**src/hw/rtl/huffman_tree_load_and_decode_assert.svh**
```systemverilog
// Assertion macros used by the Huffman tree load and decode top level.
`ifndef HUFFMAN_TREE_LOAD_AND_DECODE_ASSERT_SVH
`define HUFFMAN_TREE_LOAD_AND_DECODE_ASSERT_SVH

`ifndef SYNTHESIS
`define HTLD_ASSERT_IMP(lbl, ante, cons) \
    lbl: assert property (@(posedge i_clk) disable iff (!i_rst_n) (ante) |-> (cons)) \
        else $error("htld assertion failed");
`define HTLD_ASSERT_NXT(lbl, ante, cons) \
    lbl: assert property (@(posedge i_clk) disable iff (!i_rst_n) (ante) |=> (cons)) \
        else $error("htld assertion failed");
`else
`define HTLD_ASSERT_IMP(lbl, ante, cons)
`define HTLD_ASSERT_NXT(lbl, ante, cons)
`endif

`endif

```
**src/hw/rtl/htld_ram.sv**
```systemverilog
// Generic single-write, single-read RAM with registered read data.
`default_nettype none

module htld_ram #(
    parameter int WIDTH = 8,
    parameter int DEPTH = 16,
    parameter int AW    = (DEPTH > 1) ? $clog2(DEPTH) : 1
) (
    input  wire logic             i_clk,
    input  wire logic             i_we,
    input  wire logic [AW-1:0]    i_waddr,
    input  wire logic [WIDTH-1:0] i_wdata,
    input  wire logic [AW-1:0]    i_raddr,
    output logic      [WIDTH-1:0] o_rdata
);

    logic [WIDTH-1:0] r_mem [DEPTH];
    logic [WIDTH-1:0] r_rdata;

    always_ff @(posedge i_clk) begin
        if (i_we) begin
            r_mem[i_waddr] <= i_wdata;
        end
        r_rdata <= r_mem[i_raddr];
    end

    assign o_rdata = r_rdata;

endmodule

`default_nettype wire

```
**config.mk**
```make
export PLATFORM = sky130hd
export DESIGN_NAME = htld_ram
export DESIGN_NICKNAME = d
export VERILOG_FILES = /design/src/hw/rtl/huffman_tree_load_and_decode_assert.svh /design/src/hw/rtl/htld_ram.sv
export SDC_FILE = /design/constraint.sdc
export NUM_CORES = 1
export LEC_CHECK = 0
export BUFFER_PORTS_ARGS = -buffer_cell sky130_fd_sc_hd__buf_4
export CORE_MARGIN = 4
export CORE_UTILIZATION = 54
export DETAILED_ROUTE_END_ITERATION = 8
export HOLD_SLACK_MARGIN = 0.15
export PLACE_DENSITY = 0.81
export SLEW_MARGIN = 30
export SYNTH_ARGS = -nofsm -noshare
export SYNTH_HDL_FRONTEND = slang
export SYNTH_SLANG_ARGS = --single-unit
```
**constraint.sdc**
```tcl
create_clock -name i_clk -period 1.7 [get_ports i_clk]
set_clock_uncertainty 0.05 [all_clocks]
set_input_delay 0.17 -clock i_clk [delete_from_list [all_inputs] [get_ports i_clk]]
set_output_delay 0.17 -clock i_clk [all_outputs]
set_load 0.02 [all_outputs]
```
* After elaboration in Yosys (flattened, before gate mapping)
Memories as Yosys holds them, arrays and structs flattened. A register that Yosys moved wholly into a read port is not among the register bits.
Cells that the tools add are included.
** Word-level totals
- Input bits :: 18
- Bits in writable memories :: 128
- Output and inout bits :: 8
- Memories :: 1
- Bits in registers :: 0
** Cells by class
- Muxes and demuxes :: 2
** Memory list
- r_mem :: depth 16, bits a word 8, read ports 1, clocked after memory_dff 1, wr ports 1, line htld_ram.sv:17 : logic [WIDTH-1:0] r_mem [DEPTH];
** Operators with widths (number)
- 2-to-1 mux 1 bit :: 2

* Logic depth before layout (Yosys ltp)
Gate-level depths: netlist of run 1.
- Word-level depth :: 2
- Gate-level depth with buffers :: 5
- Depth with buffers taken out :: 3

* Least setup slack after synthesis of run 1
No wires, ideal clock.
- Path type :: input-to-reg
- Start point :: in i_waddr[2]
- End point :: mem r_mem[0][0] (enable)
- Library setup time :: 0.383 ns
- Path buffers :: 0
- Slack :: -0.013 ns
- Stages :: 2
- Data arrival time :: 1.280 ns
- Cell sequence :: or3b_2 > nor3_1
** RTL lines
- start, declared :: line htld_ram.sv:11 : input wire logic [AW-1:0] i_waddr,
- end, declared :: line htld_ram.sv:17
No word-level cell before the write port.

* Worst setup path after layout of run 1
- Start point :: in i_waddr[1]
- End point :: mem r_mem[0][0] (enable)
No word-level cell before the write port.

==> results of run 1 <==
-- registers in the layout, indices dropped and copies added, names as in the netlist --
signal and flops:
r_mem 128, o_rdata 8
-- per-stage QoR --
stage	worst slack, ns	hold WS (ns)
after floorplan	0.214	0.219
after global placement	0.0274	0.420
after detailed placement	0.0180	0.430
after CTS	0.122	0.158
after global routing	0.0310	0.238
final	0.0832	0.188
-- what timing repair did --
item | 4_1_cts | 5_1_grt
hold buffers | 12 | 0
hold endpoints to repair | 163 | 0
buffers inserted | 0 | 0
-- metal layers --
metal / track usage (%) / up-vias
met4: 6.38 / 0
met1: 27.0 / 1322
li1: - / 1113
met5: 0 / -
met2: 31.3 / 100
met3: 5.14 / 12
-- cell usage in the layout (no fill, tap or decap), types with 2 or more instances in the layout --
cell,count
a22oi_1,16
buf_12,2
buf_4,48
bufinv_16,2
clkbuf_16,16
clkinv_2,4
clkinv_4,3
clkinvlp_4,3
dfxtp_1,8
dlygate4sd3_1,12
edfxtp_1,128
mux4_1,14
mux4_2,18
nand2_1,9
nand2b_1,2
nand3b_1,2
nor2_1,13
nor3_1,3
-- path summary, 6_finish.rpt --
check,from,endpoint,depth (start not counted),slack (ns)
worst max register to register,r_mem[2][4]$_DFFE_PP_,o_rdata[4]$_DFF_P_,3,0.24
worst min-delay path,i_raddr[3],o_rdata[1]$_DFF_P_,5,0.19
worst min register to register,r_mem[11][5]$_DFFE_PP_,o_rdata[5]$_DFF_P_,3,0.63
worst max-delay path,i_waddr[1],r_mem[0][0]$_DFFE_PP_,5,0.08
-- worst min-delay path, cell delays in order --
cell and delay, ns:
buf_4 0.12, nor2_1 0.08, buf_4 0.18, a22oi_1 0.09
nand2_1 0.07
-- layout make-up --
class,instances,area [sq um]
fillers,564,2940
multi-input cells,83,1060
well taps,129,161
repair buffers,62,520
clock buffers,18,418
flip-flops and latches,136,4000
clock inverters,13,133
-- power by group through the flow --
stage	Clock (mW)	Combinational [mW]	Sequential [mW]
2_1_floorplan	0	0.191	3.86
3_3_place_gp	0	0.392	3.84
3_5_place_dp	0	0.405	3.85
4_1_cts	3.39	0.429	3.78
5_1_grt	3.56	0.459	3.78
6_report	3.34	0.425	3.78
-- kinds of logic after synthesis --
logic type / after synthesis / share of synthesized area, %
and+or+nand+nor: 35 / 3.18
buffers and inverters: 10 / 1.68
DFF: 136 / 77.8
AOI/OAI and AO/OA: 16 / 2.33
muxes: 32 / 15.0
==> impl_results.md, run 1 <==
* TritonRoute pass-1 iters at 4
* Worst skew pair latency at roughly 0.5 ns
* WL met2 at 5090 um
* Most area-consuming cells after synthesis: edfxtp_1, mux4_2, mux4_1, dfxtp_1, a22oi_1
* Final Power at 7.54 mW
* Yosys Warn Count at 0
* Data arrival, critical path at 1.78 ns
* All-Layer GR Usage at 19.7%
* Largest area contributor in the netlist: edfxtp_1
* CP Max Fanout at 8
* Post-CTS resize count at 0
* Design area at 0.00630 sq mm
* Die width at 106 um
* Worst Setup End Kind: flip-flop
* Via Count at 2547
* Post-detail-place hpwl at 6470 um
* Synth Instances at 229
* Clk slew on worst S/H paths at 0.05 ns
* Vias in the first global route at roughly 2600
* Largest net degree at the start of global routing at 23
* Pleak at ~2.2 nW
* Slowest-stage cell, CP: dlygate4sd3_1
* Clock Tree Root: clkbuf_8
* Clock sink total at approximately 140
* DR DRC count at 0
* H-tree depth at 4
* Routed Antenna Nets at 0
* Register area share after synthesis at 77.8%
* Syn_nets at 247
* CP Data Required Time at 1.86 ns
* Slew headroom at 66.5%
* Met1 wire length at 4200 um
* Net switching power at 1.53 mW
* Switch share at 20.3%
* TritonCTS clock tree: built
* Post-route minimum period at 1.62 ns
* Mapped Area at 0.00515 sq mm
* Worst-Margin Slew at 0.501 ns
* Final period util at about 95%
* Rows at 35
* Logic pwr share at roughly 5.6%
* Initial drt markers at 256
* Placed cells at 398
* Remaining global-route overflow at 0
* Ys async rst share at 0%
* Core box area at between 0.009 and 0.01 sq mm
* Avg Cell Area, Syn at 22.5 sq um
* Cell family with most CP delay: buffers and inverters
* Clock Tree Buf Depth at 2
* DP Area at 0.00563 sq mm
* Crit-path cells: dlygate4sd3_1 > buf_4 > nor3_2 > dlygate4sd3_1 > buf_4
* Leading cell types by count after synthesis: edfxtp_1, mux4_2, a22oi_1
* Metal3 WL at between 600 and 700 um
* Via density at 5.78
* Clock power frac at 44.3%
* CP peak stage delay at approximately 0.56 ns
* Startpoint types: primary input
* Total routed wirelength at 10000 um
* RSZ-0062 raised after global routing: no
* Status: finished, final reports clean
* Worst Hold Class: in -> reg
* P_int at 6.01 mW
* Pwr dens at 1200 mW/mm^2
* First-pass GRT wire length at approximately 16000 um
* IO Port Bufs at 25
* Fin nets at 318
* Initial antenna violation count at 0
* Gpl congestion at approximately 0.74
* Peak supply drop at 0.000764 V
* Max-cap violations at 0
* TritonCTS buffer count at 17
* Buf/Inv on CP at 4
* EDFF count, synth at 128
* Antenna cells at 0
* Final setup vio count at 0
* Layout Cells excl Fill at 441
* Layout area overhead at 22.4%
* Top sig layer: met4
* Average wire per standard cell at 22.7 um
* Top_reg_cell synth: edfxtp_1
* Yosys reg bits at 136
* Count of cell types in the netlist at 19
* Final Hold Viols at 0
* Most common cell in the netlist: edfxtp_1
* DIE AREA at about 0.011 sq mm
* Setup_tns at 0 ns
* Kind of critical path: in -> reg
* Final Max Tran Viols at 0
* Layout cells sized above 1 at 31.7%
* F_max at approximately 0.62 GHz
* Initial Util at a little under three fifths
* Synth top area share at 74.7%
* IO Pins at 26
* Flop pwr share at approximately half
* Utilization after layout at 68.2%
* Die Y at approximately 110 um
Note: power is estimated with default switching activity, not from simulation.
==> inputs of run 2 (changes only) <==
- ABC_AREA: not set -> 1
- CORE_UTILIZATION: 54 -> 55
- PLACE_DENSITY: 0.81 -> 0.82
==> impl_results.md, run 2 <==
* R2R Path End: o_rdata[0]$_DFF_P_
* Internal reg-to-reg setup slack at 0.21 ns (-0.03 ns)
* Worst path most repeated cell: nand3_1
* Synth top area share at 66.7% (-8.0 points)
* Worst Hold Class: in -> reg
* Most area-consuming cells after synthesis: edfxtp_1, nand2_1, nand3_1, inv_1, dfxtp_1
* First-pass GRT wire length at 20600 um (+31%)
* Worst Setup End Kind: flip-flop
* TritonCTS clock tree: built
* Initial drt markers at 376 (+47%)
* Max-cap violations at 0 (unchanged)
* Clock Tree Root: clkbuf_8
* Clock Tree Buf Depth at 2 (unchanged)
* Yosys reg bits at 136 (unchanged)
* Synth Instances at 551 (+140%)
* Largest net degree at the start of global routing at 38 (+65%)
* Die Y at 110 um (+4.5%)
* Setup_tns at 0 ns (unchanged)
* Post-route minimum period at 1.49 ns (-0.122 ns)
* All-Layer GR Usage at 23.9% (+4.2 points)
* Final setup vio count at 0 (unchanged)
* Largest register by flop count: r_mem
* Top_reg_cell synth: edfxtp_1
* Hold-critical path depth at 6 (+1)
* CP Data Required Time at 2.07 ns (+0.21 ns)
* Gpl congestion at 0.887 (+20%)
* Final Hold Viols at 0 (unchanged)
* Layout Cells excl Fill at 754 (+71%)
* Multi-input gate area at 0.00121 sq mm (+14%)
* Most common cell in the netlist: nand2_1
* Layout cells sized above 1 at 12.6% (-19 points)
* Slowest-stage cell, CP: dlygate4sd3_1
* Layout area overhead at 19.3%
* Largest area contributor in the netlist: edfxtp_1
* Die width at 110 um (+4.5%)
* RSZ-0062 raised after global routing: no
* Post-detail-place hpwl at 7920 um (+23%)
* Syn_nets at 569 (+130%)
* Register area share after synthesis at 69.4% (-8.4 points)
* Levels on crit path at 7 (+2)
* Peak supply drop at 0.000701 V (-8.3%)
* Final period util at 87.9% (-7.2 points)
* DIE AREA at 0.0122 sq mm (+9.2%)
* EDFF count, synth at 128 (unchanged)
* Average wire per standard cell at 17.5 um (-23%)
* Via density at 5.33 (-7.7%)
* Slew headroom at 54.9% (-12 points)
* DR DRC count at 0 (unchanged)
* Final Max Tran Viols at 0 (unchanged)
* H-tree depth at 4 (unchanged)
* Kind of critical path: reg -> reg
* CP peak stage delay at 0.54 ns (-0.02 ns)
* Startpoint types: flip-flop
* Utilization after layout at 66.9% (-1.2 points)
* Mapped Area at 0.00577 sq mm (+12%)
* Vias in the first global route at 3993 (+53%)
* Number of flip-flops in the largest register at 128 (unchanged)
* Rows at 37 (+5.7%)
* Core box area at 0.0103 sq mm (+11%)
* Worst Setup Slack, final at 0.205 ns (+0.122 ns)
* Placed cells at 710 (+78%)
* Avg Cell Area, Syn at 10.5 sq um (-53%)
* Leading cell types by count after synthesis: nand2_1, edfxtp_1, inv_1
* F_max at 0.669 GHz (+8.2%)
* Remaining global-route overflow at 0 (unchanged)
* Setup crit end: o_rdata[0]$_DFF_P_
* Clk slew on worst S/H paths at 0.06 ns (about the same)
* Total routed wirelength at 13200 um (+31%)
* FF-to-FF Start: r_mem[13][0]$_DFFE_PP_
* Fin nets at 623 (+96%)
* Worst-Margin Slew at 0.674 ns (+0.173 ns)
* Hold WS at 0.181 ns (-0.00705 ns)
* CP Max Fanout at 1 (-7)
* CP Launch Point: r_mem[13][0]$_DFFE_PP_
* Pwr dens at 1160 mW/mm^2 (-3.4%)
* Post-CTS resize count at 0 (unchanged)
* # fillers at 710 (+26%)
* Via Count at 4020 (+58%)
* Clock sink total at 136 (unchanged)
* Ys async rst share at 0% (unchanged)
* Initial Util at 56.1% (+0.40 points)
* TritonCTS buffer count at 17 (unchanged)
* TritonRoute pass-1 iters at 6 (+2)
* Initial antenna violation count at 0 (unchanged)
* Antenna cells at 0 (unchanged)
* Worst skew pair latency at 0.53 ns (+0.02 ns)
* Sequential cell area at 0.00400 sq mm (unchanged)
* Routed Antenna Nets at 0 (unchanged)
* Count of cell types in the netlist at 12 (-7)
* Pleak at 3.01 nW (+39%)
* Status: finished, final reports clean
* IO Pins at 26 (unchanged)
* Crit-path cells: inv_1 > nand2_1 > nand3_1 > nand3_1 > nand3_1 > dlygate4sd3_1 > nand2_1
* Yosys Warn Count at 0 (unchanged)
* Data arrival, critical path at 1.87 ns (+0.09 ns)
* IO Port Bufs at 25 (unchanged)
* Most frequent cells in the layout: nand2_1, edfxtp_1, inv_1
* Reg2Reg Depth at 7 (+4)
* Cell family with most CP delay: buffers and inverters
* Pre-CTS setup slack at 0.377 ns (+0.359 ns)
* Most common library cell in the layout ignoring fill and taps: nand2_1
* Buf/Inv on CP at 2 (-2)
[run 2: cell types whose count changed in the layout (fill, tap and decap cells not counted), moves of 3 or more]
cell,before,now
inv_1,0,100
nand3_1,1,97
clkinv_4,3,0
mux4_2,18,0
nor2_1,13,17
nor3_1,3,0
mux4_1,14,0
a22oi_1,16,0
buf_4,48,44
clkbuf_8,1,5
nand2_1,9,173
[run 2: per-stage QoR]
step / total power, mW / cell area, sq um
2_1_floorplan: 4.13 / 5770
5_1_grt: 8.18 / 6880
3_5_place_dp: 4.35 / 6160
4_1_cts: 7.97 / 6880
3_3_place_gp: 4.33 / 6160
6_report: 7.96 / 6880
[run 2: routing by layer]
| layer | wire length (um) | vias to the layer above | GRT usage (%) |
|---|---|---|---|
| met4 | 473 | 0 | 12.9 |
| li1 | - | 1882 | - |
| met2 | 6420 | 217 | 38.3 |
| met1 | 5060 | 1883 | 29.9 |
| met5 | 0 | - | 0 |
| met3 | 1220 | 38 | 5.94 |
[run 2: repair_timing]
| action | in CTS | in global routing |
|---|---|---|
| setup buffers | 0 | 0 |
| hold endpoints to repair | 136 | 0 |
| hold buffers | 12 | 0 |
[run 2: worst min-delay path by stage]
stage	slack (ns)	startpoint	end
3_5_place_dp	0.43	i_raddr[3]	o_rdata[0]$_DFF_P_
6_report	0.18	i_raddr[1]	o_rdata[3]$_DFF_P_
3_3_place_gp	0.43	i_raddr[3]	o_rdata[0]$_DFF_P_
2_1_floorplan	0.22	i_wdata[0]	r_mem[0][0]$_DFFE_PP_
4_1_cts	0.16	i_raddr[1]	o_rdata[3]$_DFF_P_
5_1_grt	0.18	i_raddr[0]	o_rdata[5]$_DFF_P_
[run 2: layout make-up]
type,instances,share of cell area [%]
sequential,136,58.2
tap,136,2.47
clock buffer,23,6.93
inverter,102,5.57
multi-input combinational,289,17.6
clock inverter,9,1.76
timing repair buffer,59,7.42
[run 2: report_power, final]
part	leakage (nW)	total (mW)	switching, mW	internal (mW)
Clock	0.295	3.64	1.27	2.37
Combinational	1.49	0.536	0.352	0.184
Sequential	1.22	3.78	0.0258	3.75
Total	3.01	7.96	1.65	6.31
[run 2: tightest hold or removal path: cells and delay by family]
kind / cells / cell delay, ns
buf+inv: 2 / 0.19
simple gates: 4 / 0.34
[run 2: cells by family after synthesis]
kind of cell	share of synthesized area (%)
and+or+nand+nor	21.0
DFF	69.4
buffers and inverters	9.52
==> inputs of run 3 (changes only) <==
- MAX_ROUTING_LAYER: not set -> met4
==> impl_results.md, run 3 (synthesis gave the netlist of run 2 again) <==
* Post-route minimum period at 1.51 ns (+0.0118 ns)
* IO Pins at 26 (unchanged)
* Initial drt markers at 384 (+2.1%)
* First-pass GRT wire length at 20600 um (+0.20%)
* Slew headroom at 54.7% (-0.20 points)
* Vias in the first global route at 4000 (+0.18%)
* Levels on crit path at 7 (unchanged)
* TritonCTS buffer count at 17 (unchanged)
* Max-cap violations at 0 (unchanged)
* Pleak at 3.01 nW (unchanged)
* Internal reg-to-reg setup slack at 0.19 ns (about the same)
* Total routed wirelength at 13100 um (-0.30%)
* DIE AREA at 0.0122 sq mm (unchanged)
* Initial Util at 56.1% (unchanged)
* Pre-CTS setup slack at 0.377 ns (unchanged)
* DR DRC count at 0 (unchanged)
* Slowest-stage cell, CP: dlygate4sd3_1
* Remaining global-route overflow at 0 (unchanged)
* Layout area overhead at 19.3% (unchanged)
* Initial antenna violation count at 0 (unchanged)
* H-tree depth at 4 (unchanged)
* Pwr dens at 1160 mW/mm^2 (about the same)
* Peak supply drop at 0.000698 V (-0.41%)
* All-Layer GR Usage at 24.6% (+0.76 points)
* Worst Hold Class: in -> reg
* Die width at 110 um (unchanged)
* Buf/Inv on CP at 2 (unchanged)
* Die Y at 110 um (unchanged)
* Setup crit end: o_rdata[0]$_DFF_P_
* Final period util at 88.6% (+0.69 points)
* Final Max Tran Viols at 0 (unchanged)
* Via Count at 4004 (-0.40%)
* Rows at 37 (unchanged)
* # fillers at 710 (unchanged)
* Largest net degree at the start of global routing at 38 (unchanged)
* IO Port Bufs at 25 (unchanged)
* Setup_tns at 0 ns (unchanged)
* Via density at 5.31 (-0.40%)
* Worst-Margin Slew at 0.677 ns (+0.00301 ns)
* Number of flip-flops in the largest register at 128 (unchanged)
* Reg2Reg Depth at 7 (unchanged)
* Most frequent cells in the layout: nand2_1, edfxtp_1, inv_1
* Post-detail-place hpwl at 7920 um (unchanged)
* Final setup vio count at 0 (unchanged)
* Gpl congestion at 0.901 (+1.7%)
* TritonCTS clock tree: built
* Cell family with most CP delay: buffers and inverters
* FF-to-FF Start: r_mem[13][0]$_DFFE_PP_
* CP Data Required Time at 2.07 ns (about the same)
* Clock sink total at 136 (unchanged)
* Most common library cell in the layout ignoring fill and taps: nand2_1
* Routed Antenna Nets at 0 (unchanged)
* Worst path most repeated cell: nand3_1
* Worst Setup End Kind: flip-flop
* Sequential cell area at 0.00400 sq mm (unchanged)
* Worst Setup Slack, final at 0.193 ns (-0.0118 ns)
* TritonRoute pass-1 iters at 5 (-1)
* CP Max Fanout at 1 (unchanged)
* Crit-path cells: inv_1 > nand2_1 > nand3_1 > nand3_1 > nand3_1 > dlygate4sd3_1 > nand2_1
* CP Launch Point: r_mem[13][0]$_DFFE_PP_
* R2R Path End: o_rdata[0]$_DFF_P_
* Average wire per standard cell at 17.4 um (-0.30%)
* Status: finished, final reports clean
* Worst skew pair latency at 0.53 ns (about the same)
* Final Hold Viols at 0 (unchanged)
* Core box area at 0.0103 sq mm (unchanged)
* Startpoint types: flip-flop
* Clk slew on worst S/H paths at 0.06 ns (about the same)
* RSZ-0062 raised after global routing: no
* CP peak stage delay at 0.54 ns (about the same)
* Kind of critical path: reg -> reg
* Antenna cells at 0 (unchanged)
* F_max at 0.664 GHz (-0.78%)
* Layout cells sized above 1 at 12.6% (unchanged)
* Clock Tree Root: clkbuf_8
* Largest register by flop count: r_mem
* Data arrival, critical path at 1.88 ns (about the same)
* Multi-input gate area at 0.00121 sq mm (unchanged)
* Clock Tree Buf Depth at 2 (unchanged)
* Fin nets at 623 (unchanged)
[run 3: cell counts in the layout (fill, tap and decap cells not counted)]
No cell type changed its count.
[run 3: area by class of cell]
type                       count  area share [%]
sequential                   136            58.2
multi-input combinational    289            17.6
clock inverter                 9            1.76
timing repair buffer          59            7.42
tap                          136            2.47
inverter                     102            5.57
clock buffer                  23            6.93
[run 3: how the worst min path moves through the flow]
stage	from	end	slack, ns	cells after the start
5_1_grt	i_raddr[0]	o_rdata[5]$_DFF_P_	0.18	7
3_5_place_dp	i_raddr[3]	o_rdata[0]$_DFF_P_	0.43	3
6_report	i_raddr[1]	o_rdata[3]$_DFF_P_	0.17	6
4_1_cts	i_raddr[1]	o_rdata[3]$_DFF_P_	0.16	6
2_1_floorplan	i_wdata[0]	r_mem[0][0]$_DFFE_PP_	0.22	0
3_3_place_gp	i_raddr[3]	o_rdata[0]$_DFF_P_	0.43	3
[run 3: through the flow]
stage | total power, mW | std cells | hold slack [ns] | util [%] | instance area, sq um
after global routing | 8.18 | 754 | 0.181 | 66.9 | 6880
after detailed placement | 4.35 | 710 | 0.428 | 59.9 | 6160
final | 7.95 | 754 | 0.167 | 66.9 | 6880
after global placement | 4.33 | 710 | 0.432 | 59.9 | 6160
after CTS | 7.97 | 754 | 0.157 | 66.9 | 6880
after floorplan | 4.13 | 551 | 0.219 | - | 5770
[run 3: layer usage]
metal	up-vias	share of wire (%)	track usage (%)
met2	216	49	38.3
met4	0	3.3	12.9
li1	1884	-	-
met5	-	0	-
met3	37	9.5	6.17
met1	1867	38	29.9
[run 3: report_power, final]
group          total, mW  internal (mW)  switching [mW]
Clock               3.64           2.37            1.27
Sequential          3.78           3.75          0.0257
Combinational      0.535          0.184           0.351
[run 3: timing repair]
action / 4_1_cts / 5_1_grt
endpoints found under the hold margin: 136 / 0
setup buffers: 0 / 0
hold buffers: 12 / 0
resized for setup: 0 / 0
[run 3: worst reg2reg max path, delay by kind of cell, from the launching register on]
kind	cells	cell delay [ns]
DFF	1	0.37
and+or+nand+nor	5	0.39
buffers and inverters	2	0.60
